[src/hdl/wuc_pkg.sv]
// Package for the way use counter block: request and response payloads,
// operation codes, sequencer states and the per-cell command.
// No dependencies.
`timescale 1ns / 1ps

package wuc_pkg;

   localparam int COUNT_W   = 4;
   localparam int WAY_W     = 4;
   localparam int LOG_W     = 3;
   localparam int NUM_CODES = 16;   // way field codes seen on the request

   localparam logic [COUNT_W-1:0] COUNT_TOP     = 4'd15;
   localparam logic [COUNT_W-1:0] COUNT_FALLBACK = 4'd8;
   localparam logic [LOG_W-1:0]   LOG_RESET     = 3'd4;

   typedef enum logic [1:0] {
      KIND_READ  = 2'd0,
      KIND_WRITE = 2'd1,
      KIND_INCR  = 2'd2,
      KIND_QUERY = 2'd3
   } kind_type;

   typedef enum logic [1:0] {
      S_IDLE = 2'd0,
      S_EXEC = 2'd1,
      S_SCAN = 2'd2,
      S_DONE = 2'd3
   } state_type;

   typedef struct packed {
      kind_type           kind;
      logic [WAY_W-1:0]   way;
      logic [COUNT_W-1:0] value;
   } req_type;

   typedef struct packed {
      logic [COUNT_W-1:0] count;
      logic               is_protected;
   } rsp_type;

   typedef struct packed {
      logic               write_en;
      logic               incr_en;
      logic [COUNT_W-1:0] value;
   } cell_cmd_type;

endpackage

[src/hdl/way_use_counters_protect_check_unit.sv]
// Top level of the way use counter block: request sequencer, counter chain,
// protect decision and response register.
// Depends on wuc_pkg and wuc_cell.
`timescale 1ns / 1ps

// Usage
//   Requests (req_valid / req_stall / req_payload) carry one operation on one
//   way: read, write, increment, or protect query. Each request yields one
//   response (rsp_valid / rsp_stall / rsp_payload) with the way's count after
//   the operation and the protect flag (set only by a query).
//   The block works on one request at a time; req_stall is high while one is
//   in progress. Read, write and increment pass the execute and finishing
//   steps before the response is loaded; a query also waits in the scan step
//   while the tally token walks one cell per cycle down the chain of MAX_WAYS
//   counter cells. The next request can be taken in the cycle after the
//   response is loaded, and no earlier.
//   The response register holds its payload while rsp_stall is high; a new
//   request is still accepted meanwhile, and its result waits in the
//   sequencer until the response register frees up.
//   csr_write_enable / csr_write_data load the log2 active-way count; write
//   it only while the block is idle.
//   Reset (synchronous) clears all counters to zero, sets the log register
//   to 4 and empties the response register.
module way_use_counters_protect_check_unit #(
   parameter int MAX_WAYS = 16
) (
   input  logic                          clock,
   input  logic                          reset,
   input  logic                          req_valid,
   output logic                          req_stall,
   input  wuc_pkg::req_type              req_payload,
   output logic                          rsp_valid,
   input  logic                          rsp_stall,
   output wuc_pkg::rsp_type              rsp_payload,
   input  logic                          csr_write_enable,
   input  logic [wuc_pkg::LOG_W-1:0]     csr_write_data
);
   import wuc_pkg::*;

   localparam int IDX_W = $clog2(MAX_WAYS);
   localparam int SUM_W = $clog2(MAX_WAYS+1);
   localparam int POW_W = 2**LOG_W;
   localparam logic [POW_W-1:0] MaxWaysPow = POW_W'(MAX_WAYS);

   state_type          state_ff, state_in;
   kind_type           kind_ff;
   logic [IDX_W-1:0]   widx_ff;
   logic [COUNT_W-1:0] value_ff;
   logic [COUNT_W-1:0] tgt_ff;
   logic               prot_ff;
   logic               launch_ff;
   logic               rsp_valid_ff;
   rsp_type            rsp_data_ff;
   logic [LOG_W-1:0]   ways_log_ff;

   logic               accept;
   logic               exec_go;
   logic               scan_done;
   logic               rsp_load;

   logic [IDX_W-1:0]   wrap_table [NUM_CODES];
   logic [COUNT_W-1:0] cell_count [MAX_WAYS];
   cell_cmd_type       cell_cmd   [MAX_WAYS];
   logic               token_chain [MAX_WAYS+1];
   logic [SUM_W-1:0]   sum_chain   [MAX_WAYS+1];
   logic [MAX_WAYS-1:0] token_vec;
   logic [COUNT_W-1:0] sel_count;
   logic [POW_W-1:0]   pow_ways;
   logic [SUM_W-1:0]   active_n;
   logic [SUM_W-1:0]   half_n;

   // way code to counter index, wrapped by the way count
   for (genvar g = 0; g < NUM_CODES; g++) begin : g_wrap
      localparam int WrapIdx = g % MAX_WAYS;
      assign wrap_table[g] = IDX_W'(WrapIdx);
   end

   // sequencer state register
   always_ff @(posedge clock) begin
      if (reset) begin
         state_ff <= S_IDLE;
      end else begin
         state_ff <= state_in;
      end
   end

   // next state and step strobes
   always_comb begin
      state_in  = state_ff;
      accept    = 1'b0;
      exec_go   = 1'b0;
      scan_done = 1'b0;
      rsp_load  = 1'b0;
      case (state_ff)
         S_IDLE: begin
            accept = req_valid;
            if (req_valid) begin
               state_in = S_EXEC;
            end
         end
         S_EXEC: begin
            exec_go = 1'b1;
            if (kind_ff == KIND_QUERY) begin
               state_in = S_SCAN;
            end else begin
               state_in = S_DONE;
            end
         end
         S_SCAN: begin
            if (token_chain[MAX_WAYS]) begin
               scan_done = 1'b1;
               state_in  = S_DONE;
            end
         end
         S_DONE: begin
            if (!rsp_valid_ff || !rsp_stall) begin
               rsp_load = 1'b1;
               state_in = S_IDLE;
            end
         end
         default: begin
            state_in = S_IDLE;
         end
      endcase
   end

   assign req_stall = (state_ff != S_IDLE);

   // hold the request fields for the duration of the operation
   always_ff @(posedge clock) begin
      if (accept) begin
         kind_ff  <= req_payload.kind;
         widx_ff  <= wrap_table[req_payload.way];
         value_ff <= req_payload.value;
      end
   end

   // configuration register
   always_ff @(posedge clock) begin
      if (reset) begin
         ways_log_ff <= LOG_RESET;
      end else if (csr_write_enable) begin
         ways_log_ff <= csr_write_data;
      end
   end

   // drive the addressed cell
   for (genvar i = 0; i < MAX_WAYS; i++) begin : g_cmd
      assign cell_cmd[i].write_en = exec_go && (kind_ff == KIND_WRITE) &&
                                    (widx_ff == IDX_W'(i));
      assign cell_cmd[i].incr_en  = exec_go && (kind_ff == KIND_INCR) &&
                                    (widx_ff == IDX_W'(i));
      assign cell_cmd[i].value    = value_ff;
   end

   // counter chain; the tally token enters at cell zero
   assign token_chain[0] = launch_ff;
   assign sum_chain[0]   = '0;

   for (genvar i = 0; i < MAX_WAYS; i++) begin : g_cell
      wuc_cell #(
         .MAX_WAYS (MAX_WAYS),
         .CELL_IDX (i)
      ) u_cell (
         .clock     (clock),
         .reset     (reset),
         .cmd       (cell_cmd[i]),
         .target    (tgt_ff),
         .ways_log  (ways_log_ff),
         .token_in  (token_chain[i]),
         .sum_in    (sum_chain[i]),
         .token_out (token_chain[i+1]),
         .sum_out   (sum_chain[i+1]),
         .count     (cell_count[i])
      );
      assign token_vec[i] = token_chain[i+1];
   end

   assign sel_count = cell_count[widx_ff];

   // active ways capped at the way count, and half of that
   assign pow_ways = POW_W'(1) << ways_log_ff;
   assign active_n = (pow_ways > MaxWaysPow) ? SUM_W'(MAX_WAYS) : pow_ways[SUM_W-1:0];
   assign half_n   = active_n >> 1;

   // latch the target count, launch the token, capture the decision
   always_ff @(posedge clock) begin
      if (reset) begin
         launch_ff <= 1'b0;
      end else begin
         launch_ff <= exec_go && (kind_ff == KIND_QUERY);
      end
   end

   always_ff @(posedge clock) begin
      if (exec_go) begin
         tgt_ff  <= sel_count;
         prot_ff <= 1'b0;
      end else if (scan_done) begin
         prot_ff <= (sum_chain[MAX_WAYS] <= half_n);
      end
   end

   // response register; hold while stalled
   always_ff @(posedge clock) begin
      if (reset) begin
         rsp_valid_ff <= 1'b0;
      end else if (rsp_load) begin
         rsp_valid_ff <= 1'b1;
      end else if (!rsp_stall) begin
         rsp_valid_ff <= 1'b0;
      end
   end

   always_ff @(posedge clock) begin
      if (rsp_load) begin
         rsp_data_ff.count        <= sel_count;
         rsp_data_ff.is_protected <= prot_ff;
      end
   end

   assign rsp_valid   = rsp_valid_ff;
   assign rsp_payload = rsp_data_ff;

   // at most one tally token in flight along the chain
   a_token_single: assert property (@(posedge clock) disable iff (reset)
      $onehot0(token_vec))
      else $error("more than one tally token in the chain");

   // the token leaves the chain only while the sequencer waits for it
   a_token_exit: assert property (@(posedge clock) disable iff (reset)
      token_chain[MAX_WAYS] |-> (state_ff == S_SCAN))
      else $error("tally token left the chain outside a query scan");

   // a new response comes only from the finishing step
   a_rsp_source: assert property (@(posedge clock) disable iff (reset)
      $rose(rsp_valid_ff) |-> ($past(state_ff) == S_DONE))
      else $error("response raised outside the finishing step");

endmodule

[src/hdl/wuc_cell.sv]
// One cell of the counter chain: holds one way's use counter and adds its
// compare result to the running tally handed along the chain.
// Depends on wuc_pkg.
`timescale 1ns / 1ps

module wuc_cell #(
   parameter int MAX_WAYS = 16,
   parameter int CELL_IDX = 0
) (
   input  logic                                clock,
   input  logic                                reset,
   input  wuc_pkg::cell_cmd_type               cmd,
   input  logic [wuc_pkg::COUNT_W-1:0]         target,
   input  logic [wuc_pkg::LOG_W-1:0]           ways_log,
   input  logic                                token_in,
   input  logic [$clog2(MAX_WAYS+1)-1:0]       sum_in,
   output logic                                token_out,
   output logic [$clog2(MAX_WAYS+1)-1:0]       sum_out,
   output logic [wuc_pkg::COUNT_W-1:0]         count
);
   import wuc_pkg::*;

   localparam int IDX_W = $clog2(MAX_WAYS);
   localparam int SUM_W = $clog2(MAX_WAYS+1);
   localparam logic [IDX_W-1:0] MyIdx = IDX_W'(CELL_IDX);

   logic [COUNT_W-1:0] count_ff, count_in;
   logic               token_ff;
   logic [SUM_W-1:0]   sum_ff, sum_in_next;
   logic               active;
   logic               hit;

   // load or bump the counter; at the top value it drops back to the fallback value
   always_comb begin
      count_in = count_ff;
      if (cmd.write_en) begin
         count_in = cmd.value;
      end else if (cmd.incr_en) begin
         if (count_ff == COUNT_TOP) begin
            count_in = COUNT_FALLBACK;
         end else begin
            count_in = count_ff + COUNT_W'(1);
         end
      end
   end

   // this way takes part in the query when its index is below 2**log
   assign active      = ((MyIdx >> ways_log) == '0);
   assign hit         = active && (count_ff >= target);
   assign sum_in_next = sum_in + SUM_W'(hit);

   always_ff @(posedge clock) begin
      if (reset) begin
         count_ff <= '0;
         token_ff <= 1'b0;
      end else begin
         count_ff <= count_in;
         token_ff <= token_in;
      end
   end

   // advance the tally one cell per cycle
   always_ff @(posedge clock) begin
      sum_ff <= sum_in_next;
   end

   assign token_out = token_ff;
   assign sum_out   = sum_ff;
   assign count     = count_ff;

endmodule
[config.mk]
export PLATFORM = sky130hd
export DESIGN_NAME = way_use_counters_protect_check_unit
export DESIGN_NICKNAME = d
export VERILOG_FILES = /design/src/hdl/wuc_pkg.sv /design/src/hdl/way_use_counters_protect_check_unit.sv /design/src/hdl/wuc_cell.sv
export SDC_FILE = /design/constraint.sdc
export NUM_CORES = 1
export LEC_CHECK = 0
export ABC_CLOCK_PERIOD_IN_PS = 4370
export BUFFER_PORTS_ARGS = -buffer_cell sky130_fd_sc_hd__buf_2
export CAP_MARGIN = 20
export CORE_UTILIZATION = 68
export CTS_CLUSTER_SIZE = 28
export DETAILED_ROUTE_END_ITERATION = 8
export GPL_TIMING_DRIVEN = 0
export MAX_ROUTING_LAYER = met4
export PLACE_DENSITY = 0.94
export SETUP_SLACK_MARGIN = 0.4
export SKIP_CTS_REPAIR_TIMING = 1
export SYNTH_ARGS = -nofsm -noshare
export SYNTH_HDL_FRONTEND = slang
export SYNTH_SLANG_ARGS = --single-unit
[constraint.sdc]
create_clock -name clock -period 4.37 [get_ports clock]
set_input_delay 0.437 -clock clock [delete_from_list [all_inputs] [get_ports clock]]
set_output_delay 0.437 -clock clock [all_outputs]
set_load 0.01 [all_outputs]
# [Word-level counts from Yosys, hierarchy flattened]
# Memory sizes are Yosys's and may differ from the RTL's. A register that Yosys moved wholly into a read port is not among the register bits.
# Cells that the tools add are included.
[totals] ff_bits=179 latch_bits=0 ramBits=0 rom_bits=64 in_bits=18 output_inout_bits=7 word_cells=324 n_memories=1
[mem_list] memory="(no name shown)" words=16 word_bits=4 rd=1 rd_clocked_by_memory_dff=1 wr=0 line="way_use_counters_protect_check_unit.sv:133" rtl="widx_ff <= wrap_table[req_payload.way];"
[op_classes] n_addsub=31 mul=0 div=0 n_lt_le_gt_ge=19 n_eq_ne=41 shift=17 mux=65 bitwise_logic=2 n_reduce_logical=90
[op_table] op="$mux W4" n=50
[op_table] op="$eq A4 B4 Y1 const B" n=24
[op_table] op="$add A5 B1 Y5" n=14
[op_table] op="$logic_not A4 Y1" n=17
[op_table] op="$add A4 B1 Y4 const B" n=16
[op_table] op="$ge A4 B4 Y1" n=16
[op_table] op="$logic_and A1 B1 Y1" n=51
[op_table] op="$reduce_bool A2 Y1" n=17
[op_table] op="$shr A4 B3 Y4 const A" n=8
[op_table] op="$bmux W4 S4" n=1
[op_table] op="$eq A4 B3 Y1 const B" n=4
[op_table] op="$shr A3 B3 Y4 const A" n=4
[op_table] op="$not A4 Y5" n=2
[op_table] op="$mux W1" n=9
[op_table] op="$eq A2 B2 Y1 const B" n=4
[op_table] op="$eq A4 B2 Y1 const B" n=2
[op_table] op="$gt A8 B5 Y1 const B" n=1
[op_table] op="$pmux W2 S4" n=1
[op_table] op="$shl A1 B3 Y8 const A" n=1
[op_table] op="$shr A1 B3 Y4 const A" n=2
[op_table] op="$shr A2 B3 Y4 const A" n=2
[op_table] op="$mux W2" n=3
[op_table] op="$ge A5 B5 Y1 const B" n=1
[op_table] op="$le A5 B4 Y1" n=1
[op_table] op="other kinds (10)" n=14

# [Logic depth before layout (Yosys ltp)]
# Gate-level depths: netlist of run 1.
[depth] word_depth=6 ltp_mapped=10 depth_no_buf=10

# [Cells and area by module]
# Synthesis of run 1 repeated with hierarchy kept, for this count alone.
[unflattened] cells_unflattened=1034 hier_area_um2=10233.6
[modules_own_cells] module="wuc_cell at g_cell[10].u_cell ..." instances=6 cells_per_inst=53 area_per_inst_um2=518.0 seq_area_each_um2=200.2
[modules_own_cells] module="way_use_counters_protect_check_unit" instances=1 cells_per_inst=174 area_per_inst_um2=1820.5 seq_area_each_um2=730.7
[modules_own_cells] module="wuc_cell at g_cell[4].u_cell ..." instances=3 cells_per_inst=54 area_per_inst_um2=523.0 seq_area_each_um2=200.2
[modules_own_cells] module="wuc_cell at g_cell[2].u_cell ..." instances=2 cells_per_inst=53 area_per_inst_um2=519.2 seq_area_each_um2=200.2
[modules_own_cells] module="wuc_cell at g_cell[13].u_cell" instances=1 cells_per_inst=58 area_per_inst_um2=561.8 seq_area_each_um2=200.2
[modules_own_cells] module="wuc_cell at g_cell[9].u_cell" instances=1 cells_per_inst=56 area_per_inst_um2=556.8 seq_area_each_um2=200.2
[modules_own_cells] module="wuc_cell at g_cell[6].u_cell" instances=1 cells_per_inst=56 area_per_inst_um2=545.5 seq_area_each_um2=200.2
[modules_own_cells] module="wuc_cell at g_cell[1].u_cell" instances=1 cells_per_inst=52 area_per_inst_um2=520.5 seq_area_each_um2=200.2
[modules_own_cells] module="wuc_cell at g_cell[0].u_cell" instances=1 cells_per_inst=52 area_per_inst_um2=513.0 seq_area_each_um2=200.2

# [Least setup slack after synthesis of run 1]
# Ideal clock, no wire load.
[synth_path] path_kind="register -> register" start="register tgt_ff[0]" end="register g_cell[14].u_cell.sum_ff[4]" setup_time_ns=0.072 arrival_ns=2.059 required_ns=4.298 slack_ns=2.239 path_stages_with_launch=10 path_buffers=0 period_less_slack_ns=2.131 path_cell_list="edfxtp_1 -> ha_1 -> nand2b_1 -> a21o_1 -> a211oi_1 -> nor3_1 -> ha_1 -> ha_1 -> nand3_1 -> xnor2_1"
[synth_via] elab_chain_len=3
[synth_rtl] item="from (decl)" line="way_use_counters_protect_check_unit.sv:49" rtl="logic [COUNT_W-1:0] tgt_ff;"
[synth_rtl] item="from (signal assigned)" line="way_use_counters_protect_check_unit.sv:197" rtl="tgt_ff <= sel_count;"
[synth_rtl] item="$ge A4 B4 Y1" line="wuc_cell.sv:49" rtl="assign hit = active && (count_ff >= target);"
[synth_rtl] item="$logic_and A1 B1 Y1" line="wuc_cell.sv:49"
[synth_rtl] item="$add A5 B1 Y5" line="wuc_cell.sv:50" rtl="assign sum_in_next = sum_in + SUM_W'(hit);"
[synth_rtl] item="net g_cell[14].u_cell.sum_in_next[4]" line="wuc_cell.sv:29" rtl="logic [SUM_W-1:0] sum_ff, sum_in_next;"
[synth_rtl] item="to (signal assigned)" line="wuc_cell.sv:64" rtl="sum_ff <= sum_in_next;"
[synth_rtl] item="to (decl)" line="wuc_cell.sv:29"
# The timed path passes the listed nets, and every way through them passes these cells.
# A chain may end at the register's enable or synchronous reset.

# [Worst setup path in the final report of run 1]
[layout_path] start="register state_ff[1]" end="register g_cell[15].u_cell.count_ff[0]"
[layout_via] elab_chain_len=5 elab_cells_between_ends=8 cone_classes="eq/ne (1); mux (2); reduce/logical (5)"
[layout_rtl] item="from (decl)" line="way_use_counters_protect_check_unit.sv:45" rtl="state_type state_ff, state_in;"
[layout_rtl] item="from (signal assigned)" line="way_use_counters_protect_check_unit.sv:83" rtl="state_ff <= state_in;"
[layout_rtl] item="$eq A2 B1 Y1 (*)" line="way_use_counters_protect_check_unit.sv:94" rtl="case (state_ff)"
[layout_rtl] item="$mux W1 (*)" line="way_use_counters_protect_check_unit.sv:94"
[layout_rtl] item="$logic_and A1 B1 Y1 (on tied branches) (2 in series)" line="way_use_counters_protect_check_unit.sv:149, way_use_counters_protect_check_unit.sv:151"
[layout_rtl] item="$mux W4 / $reduce_bool A2 Y1 (equally long branches)"
[layout_rtl] item="to (signal assigned)" line="wuc_cell.sv:57" rtl="count_ff <= count_in;"
[layout_rtl] item="to (decl)" line="wuc_cell.sv:27" rtl="logic [COUNT_W-1:0] count_ff, count_in;"
# Every way passes the cells marked *; elsewhere a longest branch is shown, timed or not.

==> summary.md, run 1 <==
| Metric | Value |
|---|---|
| Final Hold Fails | `0` |
| Fraction of the mapped netlist area in compound gates | `18.70%` |
| Syn Area/Cell | `9.897 um^2` |
| Post-synth ARST share | `0%` |
| Met2 GRT Util | `61.31%` |
| MaxCap Viol Count | `0` |
| Clock Sink Count | `177` |
| Crit start category | `flip-flop` |
| Dpl ws | `1.654 ns` |
| Largest net degree at the start of global routing | `18` |
| Critical path buffers and inverters | `5` |
| Met1 usage | `44.65%` |
| CTS tree | `built` |
| Vias in the first global route | `8117` |
| Drt drc | `0` |
| Worst setup EP type | `flip-flop` |
| Root Driver | `clkbuf_16` |
| Maximum VDD drop | `414.1 uV` |
| CTS H-Tree Depth | `4` |
| Total gr overflow | `0` |
| ANT nets after route | `0` |
| Setup TNS | `0 ns` |
| Synth-to-Final Area Change | `9.570%` |
| Die area | `14550 um^2` |
| Number of synthesized flops with an enable pin | `19` |
| Global placement routability congestion | `1.008` |
| Clock Path Buffers | `2` |
| Dpl hpwl | `18700 um` |
| Gr usage total | `39.05%` |
| Post-Syn Instances | `967` |
| Final period utilization | `66.07%` |
| Worst-Skew Late Latency | `0.45 ns` |
| Clock buffer count from CTS | `17` |
| Vert. Die Dim | `120.6 um` |
| Clock Pin Slew Worst Setup and Hold Paths | `0.07 ns` |
| Fin crit period | `2.887 ns` |
| Synth Area in Simple Gates | `14.32%` |
| Floorplan Core Area | `13510 um^2` |
| Family with the most delay on the worst path | `buffers and inverters` |
| Hold path start | `req_payload[5]` |
| Slowest CP cell | `clkbuf_1` |
| Routed vias | `8459` |
| Mux cell area share after synthesis | `4.393%` |
| Final wirelength | `27050 um` |
| Syn nets | `1110` |
| Status | `completed` |
| Rows | `42` |
| Data arrival, critical path | `3.16 ns` |
| Leakage dissipation | `4.341 nW` |
| Sequential area share after synthesis | `39.01%` |
| Power per cell area | `450.1 nW/um^2` |
| Cell Area, Synth | `9570 um^2` |
| Synth unique cells | `62` |
| Unrepaired setup endpoints after global routing | `false` |
| Final setup fails | `0` |
| Chip Width | `120.6 um` |
| Critical path fanouts, max | `10` |
| Count leader, synth | `dfxtp_1` |
| Initial antenna violation count | `1` |
| Beginning of the critical path | `state_ff[1]$_SDFFE_PP0P_` |
| Initial Util | `70.86%` |
| Fillers | `868` |
| R2r startpoint | `state_ff[1]$_SDFFE_PP0P_` |
| Share of cells above drive strength 1 | `11.33%` |
| Slew @ Worst Pin | `1.012 ns` |
| Initial DRC Count | `1001` |
| Met3 Resource Use GR | `10.52%` |
| Worst min-delay path category | `in2reg` |
| Main combinational cell family by area after synthesis | `compound AO/OA/AOI/OAI gates` |
| Adder and majority gate portion of the synthesized area | `16.34%` |
| Post-Synth XOR/XNOR Area | `3.674%` |
| Max frequency | `346.3 MHz` |
| Busiest layer in global routing | `met2` |
| Wire per inst | `22.52 um` |
| Synth top cells by count | `dfxtp_1, ha_1, o21ai_0` |
| Setup CP Type | `reg2reg` |
| Max Clock Skew | `0.01046 ns` |
| Top-Level Pins | `25` |
| Synth warn | `0` |
| Area contributors post-synth | `dfxtp_1, ha_1, edfxtp_1, mux4_2, o21ai_0` |
| Prevailing post-synth register cell | `dfxtp_1` |
| Slew headroom | `32.56%` |
| Worst path cell trace | `inv_1, ha_1, buf_2, and3b_1, clkbuf_1, buf_2, nand2_1, clkbuf_1, a31oi_1` |
| Pre-antenna DRT Iters | `7` |
| # port buffers | `24` |
| Slowest stage delay, CP | `0.71 ns` |
| FF+latch count, synth | `177` |
| Final-stage net count | `1154` |
| Max-slew violations | `0` |
| Post-synth top area share | `33.05%` |
| First-pass GRT wire length | `41340 um` |
| Largest area contributor in the netlist | `dfxtp_1` |
| Final WS setup | `1.483 ns` |
| Vias per cell | `7.043` |
| Worst EP required | `4.65 ns` |
metrics by stage:
stage / hold slack, ns / total power [mW] / area [um^2] / std cells / util (%)
2_1_floorplan: 0.4086 / 2.792 / 9570 / 967 / -
3_3_place_gp: 0.4151 / 3.095 / 9911 / 1167 / 73.38
3_5_place_dp: 0.4201 / 3.189 / 9911 / 1167 / 73.38
4_1_cts: 0.1590 / 4.687 / 10480 / 1199 / 77.59
5_1_grt: 0.1621 / 4.924 / 10490 / 1201 / 77.65
6_report: 0.1650 / 4.720 / 10490 / 1201 / 77.65
cell usage in the layout, fill, tap and decap left out, types with 4 or more instances in the layout:
cell,synthesis,final
clkbuf_1,20,21
o21ai_0,66,66
nor3_1,13,13
clkbuf_16,0,17
a41oi_1,5,5
a31o_2,13,13
mux4_2,16,16
inv_1,48,48
nand2b_1,13,13
nor2_1,47,47
inv_6,0,7
edfxtp_1,19,19
a211oi_1,15,15
nand4_1,4,4
mux2i_1,6,6
a22oi_1,9,9
a21oi_1,43,43
a31oi_1,40,40
o211ai_1,6,6
nor3_2,11,11
o22ai_1,17,17
nor2b_1,27,27
o2111ai_1,6,6
o32ai_1,5,5
nor3_4,4,4
nand3_1,49,49
xor2_1,14,14
nand2_1,35,35
xnor2_1,23,23
nor3b_1,17,17
a21boi_0,16,16
ha_1,125,125
dfxtp_1,158,158
and3_1,6,6
a21o_1,4,4
a311oi_1,5,5
nand3b_1,5,5
buf_2,12,36
flip-flops by register name, indices dropped and copies added, names as in the netlist:
| signal | cells |
|---|---|
| g_cell.u_cell.count | 64 |
| g_cell.u_cell.sum_out | 70 |
| g_cell.u_cell.token_out | 16 |
| kind_ff | 2 |
| launch_ff | 1 |
| prot_ff | 1 |
| rsp_payload | 5 |
| rsp_valid | 1 |
| state_ff | 2 |
| tgt_ff | 4 |
| value_ff | 4 |
| ways_log_ff | 3 |
| widx_ff | 4 |
where the power goes:
part	switching (mW)	internal [mW]	leakage, nW	total, mW
clock	0.697	0.804	0.282	1.50
sequential	0.187	1.88	1.47	2.07
combinational	0.750	0.398	2.59	1.15
total	1.63	3.09	4.34	4.72
cells by family after synthesis:
kind of cell    Yosys count
fa+ha+maj               125
mux                      22
xor+xnor                 38
buf+inv                  85
flops                   177
simple gates            245
compound gates          275
layout make-up:
type / instances / area (um^2) / share of cell area (%)
diodes: 1 / 2.502 / 0.02386
plain buffers: 36 / 157.7 / 1.503
clock buffers: 18 / 429.2 / 4.093
clock inverters: 14 / 138.9 / 1.324
inverters: 49 / 183.9 / 1.754
multi-input cells: 705 / 5495 / 52.40
flip-flops and latches: 177 / 3734 / 35.60
well taps: 176 / 220.2 / 2.100
repair buffers: 25 / 125.1 / 1.193
path summary, 6_finish.rpt:
check / endpoint / slack (ns) / cells past startpoint
max: g_cell[15].u_cell.count[0]$_SDFFE_PP0P_ / 1.48 / 9
min: widx_ff[1]$_DFFE_PP_ / 0.16 / 1
max reg2reg: g_cell[15].u_cell.count[0]$_SDFFE_PP0P_ / 1.48 / 9
min reg2reg: g_cell[8].u_cell.sum_out[4]$_DFF_P_ / 0.42 / 1
metal layers:
metal  routed length (um)  part of all wire, %
met1                 9500                   35
met5                    0                    0
met2                12530                   46
met3                 3364                   12
met4                 1655                  6.1
Note: power is estimated with default switching activity, not from simulation.
==> run 2, diff against run 1 <==
ABC_CLOCK_PERIOD_IN_PS = 2400   (was 4370)
CORE_UTILIZATION = 57   (was 68)
PLACE_DENSITY = 0.85   (was 0.94)
clock period = 2.4 ns   (was 4.37 ns; I/O delays follow)
==> summary.md, run 2 (same netlist as run 1, synthesis figures left out) <==
| Metric | Value |
|---|---|
| CTS H-Tree Depth | `4 (unchanged)` |
| Setup CP Type | `reg2reg (unchanged)` |
| WL met3 | `3596 um (was 3364 um)` |
| Dpl hpwl | `18210 um (was 18700 um)` |
| Comb pwr share | `31.6% (was 24.3%)` |
| Multi-input logic area | `6115 um^2 (was 5495 um^2)` |
| P_sw | `3.403 mW (was 1.634 mW)` |
| Placed cell areas | `9991 um^2 (was 9911 um^2)` |
| Slew headroom | `35.58% (was 32.56%)` |
| Internal power | `6.254 mW (was 3.087 mW)` |
| Setup TNS | `0 ns (unchanged)` |
| Wire per inst | `23.01 um (was 22.52 um)` |
| Beginning of the critical path | `tgt_ff[1]$_DFFE_PP_ (was state_ff[1]$_SDFFE_PP0P_)` |
| R2r startpoint | `tgt_ff[1]$_DFFE_PP_ (was state_ff[1]$_SDFFE_PP0P_)` |
| Vias per cell | `6.721 (was 7.043)` |
| Clock Pin Slew Worst Setup and Hold Paths | `0.07 ns (about the same)` |
| Switching Fraction | `35.24% (was 34.61%)` |
| Drt drc | `0 (unchanged)` |
| Status | `completed (unchanged)` |
| Power per cell area | `821.1 nW/um^2 (was 450.1 nW/um^2)` |
| Final instance area | `11760 um^2 (was 10490 um^2)` |
| Max frequency | `428.8 MHz (was 346.3 MHz)` |
| Global placement routability congestion | `0.9802 (was 1.008)` |
| Largest net degree at the start of global routing | `17 (was 18)` |
| Initial antenna violation count | `0 (was 1)` |
| Power share of the sequential group | `39.3% (was 43.9%)` |
| ANT nets after route | `0 (unchanged)` |
| Vias in the first global route | `7961 (was 8117)` |
| Synth-to-Final Area Change | `22.90% (was 9.570%)` |
| Initial DRC Count | `1150 (was 1001)` |
| Die area | `17310 um^2 (was 14550 um^2)` |
| MaxCap Viol Count | `0 (unchanged)` |
| Maximum VDD drop | `592.4 uV (was 414.1 uV)` |
| Clock buffer count from CTS | `17 (unchanged)` |
| WL met2 | `13880 um (was 12530 um)` |
| Vert. Die Dim | `131.6 um (was 120.6 um)` |
| Worst setup EP type | `flip-flop (unchanged)` |
| Highest routed layer | `met4 (unchanged)` |
| Fillers | `1141 (was 868)` |
| Fin crit period | `2.332 ns (was 2.887 ns)` |
| Slew @ Worst Pin | `0.9664 ns (was 1.012 ns)` |
| Worst min-delay path category | `in2reg (unchanged)` |
| Root Driver | `clkbuf_16 (unchanged)` |
| Initial Util | `58.12% (was 70.86%)` |
| Critical path fanouts, max | `5 (was 10)` |
| Final setup fails | `0 (unchanged)` |
| Slowest stage delay, CP | `0.42 ns (was 0.71 ns)` |
| Power, Total | `9.658 mW (was 4.720 mW)` |
| CTS tree | `built (unchanged)` |
| Data arrival, critical path | `2.67 ns (was 3.16 ns)` |
| Gr usage total | `31.66% (was 39.05%)` |
| Worst path cell trace | `clkinvlp_4, buf_4, ha_4, a21boi_1, o21ai_1, a21oi_2, ha_2, ha_2, nand3_1, xnor2_1 (was inv_1, ha_1, buf_2, and3b_1, clkbuf_1, buf_2, nand2_1, clkbuf_1, a31oi_1)` |
| First-pass GRT wire length | `40790 um (was 41340 um)` |
| Diodes inserted | `0 (was 1)` |
| Unrepaired setup endpoints after global routing | `true (was false)` |
| Clock Path Buffers | `2 (unchanged)` |
| Critical path's most frequent cell | `ha_2` |
| Final wirelength | `29730 um (was 27050 um)` |
| Routed vias | `8683 (was 8459)` |
| Critical path buffers and inverters | `2 (was 5)` |
| Commonest non-fill, non-tap cell in the layout | `dfxtp_1 (unchanged)` |
| Fin util | `71.44% (was 77.65%)` |
| Final period utilization | `97.17% (was 66.07%)` |
| Final Hold Fails | `0 (unchanged)` |
| Clock Sink Count | `177 (unchanged)` |
| Crit start category | `flip-flop (unchanged)` |
| Max-slew violations | `0 (unchanged)` |
| Rows | `47 (was 42)` |
| Leakage dissipation | `4.719 nW (was 4.341 nW)` |
| Wl on met1 | `10570 um (was 9500 um)` |
| Family with the most delay on the worst path | `adder cells (was buffers and inverters)` |
| # port buffers | `24 (unchanged)` |
| Register Area | `3747 um^2 (was 3734 um^2)` |
| Worst-Skew Late Latency | `0.44 ns (was 0.45 ns)` |
| Share of cells above drive strength 1 | `25.09% (was 11.33%)` |
| Max Clock Skew | `0.01110 ns (was 0.01046 ns)` |
| Hold path start | `csr_write_data[1] (was req_payload[5])` |
| Total gr overflow | `0 (unchanged)` |
| Highest-count cells in the layout ignoring fill and taps | `dfxtp_1, ha_1, o21ai_0, inv_1, nor2_1 (was dfxtp_1, ha_1, o21ai_0, nand3_1, inv_1)` |
| Floorplan Core Area | `16470 um^2 (was 13510 um^2)` |
| Final-stage net count | `1203 (was 1154)` |
| Chip Width | `131.6 um (was 120.6 um)` |
| Clock power frac | `29.1% (was 31.8%)` |
| Worst EP required | `2.74 ns (was 4.65 ns)` |
| Max reg flops | `70 (unchanged)` |
| Top-Level Pins | `25 (unchanged)` |
| Slowest CP cell | `edfxtp_1 (was clkbuf_1)` |
| Pre-antenna DRT Iters | `6 (was 7)` |
run 2: changes by cell type in the layout (fill, tap and decap cells not counted), moves of 11 or more:
cell and delta:
a21boi_0 -14, ha_2 +18, ha_4 +16, nand3_2 +11, buf_4 +36, o21ai_0 -13
nor3_4 +14, a21oi_1 -11, nand3_1 -11, ha_1 -34
run 2: routing by layer:
layer  up-vias  GRT usage [%]
li1       3833              -
met1      4083          36.39
met2       591          48.47
met3       176          10.46
met4         0          17.83
met5         -              -
run 2: metrics by stage:
stage                     worst slack (ns)  instances  hold slack (ns)
after floorplan                     0.3800        967           0.3389
after global placement             -0.2504       1211           0.4157
after detailed placement           -0.3098       1211           0.4181
after CTS                          -0.3291       1242         -0.03161
after global routing              -0.01971       1292          0.05348
final                              0.06781       1292          0.03715
run 2: area by class of cell:
type,count,share of cell area [%]
Multi-Input combinational cell,705,51.98
Sequential cell,177,31.86
Timing Repair Buffer,74,5.106
Clock buffer,21,4.372
Tap cell,220,2.340
Buffer,36,1.925
Inverter,49,1.713
Clock inverter,10,0.7021
run 2: path summary, 6_finish.rpt:
kind	endpoint	slack, ns	cells after the start
worst max-delay path	g_cell[13].u_cell.sum_out[4]$_DFF_P_	0.07	10
worst min-delay path	ways_log_ff[1]$_SDFFE_PP0P_	0.04	3
worst max register to register	g_cell[13].u_cell.sum_out[4]$_DFF_P_	0.07	10
worst min register to register	g_cell[12].u_cell.sum_out[4]$_DFF_P_	0.43	1
run 2: worst min-delay path, cell delays in order:
cell	delay, ns
buf_2	0.08
mux2i_1	0.06
nor2_1	0.07
run 2: power by group through the flow:
stage,registers [mW],logic [mW],clock network (mW)
4_1_cts,3.75,2.04,2.81
2_1_floorplan,3.71,1.39,0
3_5_place_dp,3.81,1.99,0
5_1_grt,3.84,3.26,2.96
3_3_place_gp,3.79,1.88,0
6_report,3.80,3.05,2.81
